<file path="config.mk">
export PLATFORM = sky130hd
export DESIGN_NAME = rvmt_sat
export DESIGN_NICKNAME = d
export VERILOG_FILES = /design/src/hdl/rvmt_pkg.sv /design/src/hdl/rvmt_sat.sv
export SDC_FILE = /design/constraint.sdc
export NUM_CORES = 1
export LEC_CHECK = 0
export BUFFER_PORTS_ARGS = -buffer_cell sky130_fd_sc_hd__buf_2
export CORE_AREA = 3 3 253 255
export CTS_CLUSTER_DIAMETER = 80
export DETAILED_ROUTE_END_ITERATION = 6
export DIE_AREA = 0 0 256 258
export GPL_TIMING_DRIVEN = 0
export PLACE_DENSITY = 0.6
export RECOVER_POWER = 50
export SYNTH_ARGS = -nofsm -noshare
export SYNTH_HDL_FRONTEND = slang
export SYNTH_SLANG_ARGS = --single-unit
export TNS_END_PERCENT = 100
</file>
<file path="constraint.sdc">
create_clock -name i_clk -period 3.65 [get_ports i_clk]
set_clock_uncertainty 0.1 [all_clocks]
set_input_delay 0 -clock i_clk [delete_from_list [all_inputs] [get_ports i_clk]]
set_output_delay 0 -clock i_clk [all_outputs]
set_load 0.01 [all_outputs]
</file>
<file path="src/hdl/rvmt_pkg.sv">
// rvmt_pkg: shared types and constants for the row-vector matrix transform
package rvmt_pkg;

    localparam int FRAC_BITS = 16;
    localparam int EL_W      = 32;
    localparam int N         = 4;
    localparam int ROW_W     = $clog2(N);
    localparam int PROD_W    = 2 * EL_W;
    localparam int ACC_W     = PROD_W + ROW_W;

    typedef logic signed [EL_W-1:0] t_elem;

    localparam t_elem EL_MAX = {1'b0, {(EL_W-1){1'b1}}};
    localparam t_elem EL_MIN = {1'b1, {(EL_W-1){1'b0}}};

    typedef enum logic {
        FUNC_LOAD  = 1'b0,
        FUNC_XFORM = 1'b1
    } t_func;

    typedef logic [N-1:0][EL_W-1:0]   t_vec;
    typedef logic [N-1:0][ACC_W-1:0]  t_acc_vec;
    typedef logic [N-1:0][PROD_W-1:0] t_prod_vec;

    typedef struct packed {
        t_func             func;
        logic [ROW_W-1:0]  row_select;
        t_elem             in_x;
        t_elem             in_y;
        t_elem             in_z;
        t_elem             in_w;
    } t_in_item;

    typedef struct packed {
        t_elem out_x;
        t_elem out_y;
        t_elem out_z;
        t_elem out_w;
        logic  clipped;
    } t_out_item;

    // what travels from cell to cell besides the partial sums
    typedef struct packed {
        t_func            func;
        logic [ROW_W-1:0] row;
        t_vec             vec;
    } t_stage;

endpackage

</file>
<file path="src/hdl/rvmt_sat.sv">
// rvmt_sat: final sum, fraction shift, saturation and the output register
module rvmt_sat import rvmt_pkg::*; (
    input  logic      i_clk,
    input  logic      i_rst_n,
    input  logic      i_valid,
    output logic      o_ready,
    input  t_func     i_func,
    input  t_acc_vec  i_acc,
    input  t_prod_vec i_prod,
    output logic      o_valid,
    input  logic      i_ready,
    output t_out_item o_item
);

    logic                    r_valid;
    t_out_item               r_item;
    t_out_item               n_item;
    logic signed [ACC_W-1:0] w_sum [N];
    logic signed [ACC_W-1:0] w_sh  [N];
    logic [N-1:0]            w_clip;
    t_elem                   w_res [N];
    logic                    w_take;

    assign o_ready = !r_valid || i_ready;
    assign w_take  = i_valid && o_ready;

    always_comb begin
        for (int j = 0; j < N; j++) begin
            w_sum[j]  = $signed(i_acc[j]) + ACC_W'($signed(i_prod[j]));
            w_sh[j]   = w_sum[j] >>> FRAC_BITS;
            // fits when all bits above the element's sign bit copy it
            w_clip[j] = !((&w_sh[j][ACC_W-1:EL_W-1]) || !(|w_sh[j][ACC_W-1:EL_W-1]));
            if (!w_clip[j]) begin
                w_res[j] = w_sh[j][EL_W-1:0];
            end else if (w_sh[j][ACC_W-1]) begin
                w_res[j] = EL_MIN;
            end else begin
                w_res[j] = EL_MAX;
            end
        end
        n_item.out_x   = w_res[0];
        n_item.out_y   = w_res[1];
        n_item.out_z   = w_res[2];
        n_item.out_w   = w_res[3];
        n_item.clipped = |w_clip;
    end

    // load transactions end here without a result
    always_ff @(posedge i_clk) begin
        if (!i_rst_n) begin
            r_valid <= 1'b0;
        end else if (o_ready) begin
            r_valid <= i_valid && (i_func == FUNC_XFORM);
        end
    end

    always_ff @(posedge i_clk) begin
        if (w_take) begin
            r_item <= n_item;
        end
    end

    assign o_valid = r_valid;
    assign o_item  = r_item;

endmodule

</file>
==> results.cfg, run 1 <==
[sta]
maxClockFrequency_mhz = 254
finalHoldWorstSlack_ns = 0.0173
rsz0062_at_grt = true
worst-slew-pin-transition_ns = 1.77
relSlewSlack = -0.182
min_period_over_period = 1.08
fin_max_slew_vios = 122
post-route-worst-setup-slack_ns = -0.292
finalHoldViolCount = 0
setup_viol = 80
finalWorstPathRequiredPeriod_ns = 3.94

[detailed_routing]
drt_pre_antenna_iters = 6
wl_per_cell_microns = 22.6
drc_errors = 0
detail_route.iter0.violations = 1984
detail_route.vias_per_cell = 5.88
detail_route.wirelength_microns = 99000
routed-via-count = 25700
drtAntennaViolNets = 0

[synthesis]
synth_area_leader_cell = sky130_fd_sc_hd__edfxtp_1
synth_edf_count = 129
netlist_top_cells_area = sky130_fd_sc_hd__edfxtp_1 (18%), sky130_fd_sc_hd__ha_1 (15%), sky130_fd_sc_hd__a21oi_1 (8.3%), sky130_fd_sc_hd__o21ai_0 (5.5%), sky130_fd_sc_hd__nand2_1 (5.1%)
ys_types = 88
synthesis.nets = 3563
synthCells = 2782
postSynth.topFlopCell = sky130_fd_sc_hd__edfxtp_1
synth_warnings = 0
postSynth.asyncResetShare = 0
syn_area_sq_mm = 0.0213
synth_sequential_area_ratio = 0.183
syn-mean-instance-area_sq_um = 7.65
netlist.area_leader.share = 0.182
synth_seq_cells = 130

[finish]
fillCellCount = 6356
postLayoutCoreUtil = 0.474
finalNetCount = 4293
area.sequential_sq_mm = 0.00389
multi_input_comb_area_sq_mm = 0.0186
drive_gt1_frac = 0.279
flow.area_growth_from_synthesis_pct = 37.6

[floorplanning]
rows = 91
die_h_microns = 258
die_width_microns = 256
floorplan.initialDensity = 0.344
design.core.area_sq_mm = 0.0618
die-area_sq_mm = 0.0660
floorplan.io_pins = 656

[hold_path]
worst_hold_startpoint = i_prod[32]
worst_hold_path.endpoint = o_item[113]
min_path_cells = 4
hold_path_class = input pin to flop

[global_route]
via_count_of_the_first_global_routing_pass = 24300
grtUsageTotal = 0.277
globalRoute.totalOverflow = 0
grt_max_degree = 63
grt_pass1_wl_microns = 143000
antenna_found_initial = 23

[setup_path]
cp_data_required_time_ns = 3.79
critical_path_peak_fanout = 6
rr_worst_depth = 3
worst_path_largest_cell_delay_ns = 0.58
path_cells = buf_8 -> ha_4 -> nand4_1 -> buf_4 -> or4_4 -> or4_4 -> o221ai_4 -> a21oi_4 -> a2111oi_4 -> nor3_2 -> or4_1 -> nor2_1 -> nand3_1 -> o41a_4 -> or4b_1
critical_path.endpoint_type = flop
combined_buffer_and_inverter_count_along_the_critical_path = 2
critical-path-top-cell-by-count = sky130_fd_sc_hd__or4_4
critical_path.slowest_cell = sky130_fd_sc_hd__o41a_4
worst_r2r_endpoint = o_item[111]
critPathTopFamily = simple AND/OR/NAND/NOR gates
timing.rr.start = o_valid
crit_arrival_ns = 4.08
r2r_setup_slack_ns = 0.67
path_class = input pin to flop
start_kind = input pin

[place]
hpwl_after_detailed_placement_microns = 81700
finalWeightedCongestion = 0.976
buffer_ports.inserted = 655

[outcome]
violated_checks = max-capacitance violations, max-slew violations, negative setup slack
result_of_the_run = finished, violations left

[cts]
cts_htree_levels = 4
clk_slew_on_worst_s_h_paths_ns = 0.06
insertion_delay_ns = 0.48
cts-root-buf = sky130_fd_sc_hd__clkbuf_16
max-clock-path-buffers = 2
cts-buffers-inserted = 17
cts_tree = built
tritoncts_sinks = 130

[power]
pwr-share-seq = 0.231
power_density_mw_per_mm2 = 294
sw_frac_of_total = 0.430
ir_worst_vdd_mv = 0.363
p_leak_uw = 0.0122
totalPowerFinal_uw = 8630
switching_power_uw = 3710
p_int_uw = 4910
power.share.combinational = 0.558
power_frac_clock = 0.211

[job]
max_cap_viols = 2
## cell families (layout without fill, tap and decap cells)
logic type | after synthesis | in the layout | synth area share
AOI/OAI and AO/OA | 1031 | 1031 | 0.304
and+or+nand+nor | 917 | 917 | 0.212
adders and majority gates | 256 | 256 | 0.150
buffers and inverters | 183 | 926 | 0.0350
xor gates and xnor gates | 163 | 163 | 0.0671
DFF | 130 | 130 | 0.183
muxes | 102 | 102 | 0.0486
other | 0 | 12 | 0
## worst register-to-register path, cell delays in order (launching register included)
cell and delay [ns]:
sky130_fd_sc_hd__dfxtp_1 0.31, sky130_fd_sc_hd__nand2b_1 0.10, sky130_fd_sc_hd__and2_0 0.60, sky130_fd_sc_hd__clkbuf_2 1.35
## registers in the layout, summed over array words and instances, names as in the netlist
register / count
o_valid: 1
o_item: 129
## cells in the final DEF, fill, tap and decap left out, drive strengths merged, types with 92 or more instances in the layout
master,netlist,routed
a21o,92,92
edfxtp,129,129
clkbuf,91,200
nand2,291,291
nor2,200,200
a21oi,355,355
ha,256,256
nand4,112,112
buf,34,643
o21ai,241,241
## timing repair
action	CTS	global route
pin swaps	39	92
setup endpoints to repair	125	125
setup buffers	40	57
hold buffers	14	1
cloned	1	6
resized for setup	208	264
hold endpoints to repair	21	1
## routing by layer
metal,vias up,wire (microns),share of wire,global-route usage
met4,16,3140,0.032,0.0925
met2,1119,47000,0.48,0.467
li1,12200,-,-,-
met3,182,6860,0.069,0.0563
met5,-,113,0.0011,0
met1,12200,41800,0.42,0.353
## metrics by stage
| stage | std cells | area [sq um] | setup TNS (ns) | worst slack, ns |
|---|---|---|---|---|
| 2_1_floorplan | 2782 | 21700 | -2.44 | -0.236 |
| 3_3_place_gp | 4274 | 26100 | -152.83 | -1.70 |
| 3_5_place_dp | 4276 | 26100 | -150.34 | -1.66 |
| 4_1_cts | 4331 | 27900 | -6.90 | -0.303 |
| 5_1_grt | 4369 | 29300 | -17.18 | -0.385 |
| 6_report | 4374 | 29300 | -9.99 | -0.292 |
## Yosys cell counts (all sizes together), types with 18 or more instances
cell type	instances
nor3	62
and3	29
edfxtp	129
clkbuf	91
xor2	80
o211ai	23
nand3	51
nand4	112
o21bai	49
and4	19
a211oi	32
mux2i	91
o21ai	241
a21oi	355
buf	34
a21o	92
nand2	291
nor2	200
ha	256
and2	18
nor4	24
a31oi	25
inv	58
or3	32
xnor2	83
o21a	51
## power groups by stage
stage	Sequential [uW]	Combinational (uW)	Clock, uW
detailed placement	2010	4150	0
global route	2000	5170	1920
floorplan	2110	2580	0
CTS	1980	4420	1870
finish	1990	4820	1820
global placement	2010	4150	0
## worst max-delay path by stage
stage                from          end  slack [ns]  cells after the start
3_3_place_gp   i_acc[106]   o_item[87]       -1.70                     16
3_5_place_dp    i_acc[70]   o_item[87]       -1.66                     15
5_1_grt         i_acc[70]    o_item[0]       -0.38                     14
4_1_cts        i_acc[111]    o_item[0]       -0.30                     15
6_report       i_acc[108]    o_item[0]       -0.29                     15
2_1_floorplan  i_prod[28]  o_item[118]       -0.24                     15
## area by class of cell
cell class	instances	area share
plain buffers	61	0.0173
well taps	837	0.0357
inverters	58	0.00743
clock inverters	10	0.00461
repair buffers	775	0.150
flip-flops and latches	130	0.133
multi-input cells	2469	0.636
diodes	12	0.00102
clock buffers	22	0.0152
Note: power is estimated with default switching activity, not from simulation.
==> inputs of run 2 (changes only) <==
- CELL_PAD_IN_SITES_DETAIL_PLACEMENT: default -> 0
- CELL_PAD_IN_SITES_GLOBAL_PLACEMENT: default -> 1
- CORE_AREA: 3 3 253 255 -> default
- CORE_ASPECT_RATIO: default -> 0.8
- CORE_MARGIN: default -> 3
- CORE_UTILIZATION: default -> 35
- DIE_AREA: 0 0 256 258 -> default
- PLACE_DENSITY: 0.6 -> 0.81
==> results.cfg, run 2 (same netlist as run 1, synthesis figures left out) <==
[cts]
tritoncts_sinks = 130
cts_htree_levels = 4
cts-root-buf = sky130_fd_sc_hd__clkbuf_16
cts-buffers-inserted = 17
max-clock-path-buffers = 2
clk_slew_on_worst_s_h_paths_ns = 0.07
insertion_delay_ns = 0.47
cts_tree = built

[setup_path]
start_kind = input pin
combined_buffer_and_inverter_count_along_the_critical_path = 2
crit_arrival_ns = 3.92
path_class = input pin to flop
critical_path.slowest_cell = sky130_fd_sc_hd__or4_4
critical_path_peak_fanout = 7
critPathTopFamily = simple AND/OR/NAND/NOR gates
worst_path_largest_cell_delay_ns = 0.49
path_cells = buf_8 -> ha_4 -> nand4_1 -> buf_4 -> or4_4 -> or4_4 -> o221ai_2 -> a21oi_2 -> a2111oi_4 -> nor3_2 -> or4_1 -> nor2_1 -> nand3_1 -> o41a_4 -> or4b_1
cp_data_required_time_ns = 3.76
critical-path-top-cell-by-count = sky130_fd_sc_hd__or4_4
critical_path.endpoint_type = flop

[power]
power_density_mw_per_mm2 = 290
ir_worst_vdd_mv = 0.320
p_leak_uw = 0.0123

[sta]
rsz0062_at_grt = true
min_period_over_period = 1.04
post-route-worst-setup-slack_ns = -0.161
fin_max_slew_vios = 22
finalHoldViolCount = 0
relSlewSlack = -0.168
finalWorstPathRequiredPeriod_ns = 3.81
maxClockFrequency_mhz = 262
setup_viol = 45
setup_tns_final_ns = -3.02
worst-slew-pin-transition_ns = 1.75

[detailed_routing]
drtAntennaViolNets = 0
drc_errors = 0
detail_route.iter0.violations = 2274
wl_per_cell_microns = 21.6
routed-via-count = 25700
drt_pre_antenna_iters = 6
detail_route.vias_per_cell = 5.94
detail_route.wirelength_microns = 93300

[global_route]
globalRoute.totalOverflow = 0
grt_max_degree = 63
grtUsageTotal = 0.271
via_count_of_the_first_global_routing_pass = 23700
grt_pass1_wl_microns = 136000
antenna_found_initial = 6

[floorplanning]
die_width_microns = 282
die-area_sq_mm = 0.0638
rows = 80
design.core.area_sq_mm = 0.0599
floorplan.io_pins = 656
floorplan.initialDensity = 0.356
die_h_microns = 227

[hold_path]
hold_path_class = input pin to flop

[finish]
number_of_standard_cells_in_the_layout_taps_in_and_fillers_out = 4324
finalNetCount = 4311
postLayoutCoreUtil = 0.496
drive_gt1_frac = 0.309
fillCellCount = 5990
largest_reg_flops = 129
final_common_cell = sky130_fd_sc_hd__buf_2
flow.area_growth_from_synthesis_pct = 39.5
layout_common_cells = sky130_fd_sc_hd__buf_2 (501), sky130_fd_sc_hd__a21oi_1 (306), sky130_fd_sc_hd__nand2_1 (281)

[job]
max_cap_viols = 1

[outcome]
result_of_the_run = finished, violations left
violated_checks = max-capacitance violations, max-slew violations, negative setup slack

[place]
place.detailed.instances = 4218
hpwl_after_detailed_placement_microns = 76700
finalWeightedCongestion = 0.999
buffer_ports.inserted = 655
run 2: cell types whose count changed in the layout (fill, tap and decap cells not counted), sizes merged:
cell / before / now
buf: 643 / 684
bufinv: 3 / 2
clkbuf: 200 / 178
clkinv: 4 / 8
clkinvlp: 3 / 2
diode: 12 / 2
dlygate4sd3: 15 / 9
inv: 58 / 61
run 2: layout make-up:
class                   instances  area, sq um  share of cell area
diodes                          2         5.00            0.000169
plain buffers                  50          455              0.0153
clock buffers                  17          425              0.0143
clock inverters                15          159             0.00535
inverters                      58          218             0.00733
multi-input cells            2469        19000               0.639
flip-flops and latches        130         3890               0.131
well taps                     779          975              0.0328
repair buffers                804         4580               0.154
run 2: final timing paths:
check         startpoint    endpoint  slack (ns)  cells after the start
max          i_prod[108]   o_item[0]       -0.16                     15
min          i_prod[162]  o_item[51]        0.02                      4
max reg2reg      o_valid  o_item[30]        0.72                      4
min reg2reg      o_valid     o_valid        0.99                      3
run 2: tightest hold or removal path, delay by kind of cell:
kind	cells	cell delay (ns)
adder cells (fa/ha/maj)	1	0.18
multiplexers	1	0.12
buffers and inverters	1	0.10
XOR/XNOR	1	0.08
run 2: per-layer routing:
metal  share of wire  vias to the layer above  GRT usage
met5         0.00036                        -          0
met4           0.026                        6     0.0752
met3           0.080                      145     0.0443
met2            0.46                     1242      0.435
met1            0.44                    12100      0.378
li1                -                    12200          -
run 2: metrics by stage:
| step | hold WS [ns] | area, sq um | total power, uW | worst slack [ns] |
|---|---|---|---|---|
| floorplan | 0.0474 | 21700 | 4690 | -0.236 |
| global placement | 0.159 | 26000 | 6170 | -1.69 |
| detailed placement | 0.165 | 26100 | 6170 | -1.64 |
| CTS | 0.00174 | 28200 | 8280 | -0.206 |
| global route | 0.0314 | 29700 | 9120 | -0.288 |
| finish | 0.0230 | 29700 | 8630 | -0.161 |
run 2: where the power goes:
group | switching, uW | internal [uW] | total [uW]
Combinational | 2920 | 1970 | 4890
Clock | 750 | 1010 | 1760
Sequential | 57.3 | 1920 | 1980
run 2: what timing repair did:
item / in CTS / in global routing
gates resized for setup: 262 / 301
setup buffers: 67 / 70
hold endpoints to repair: 28 / 0
gates cloned: 3 / 2
pin swaps: 56 / 76
setup endpoints to repair: 125 / 125
hold buffers: 9 / 0
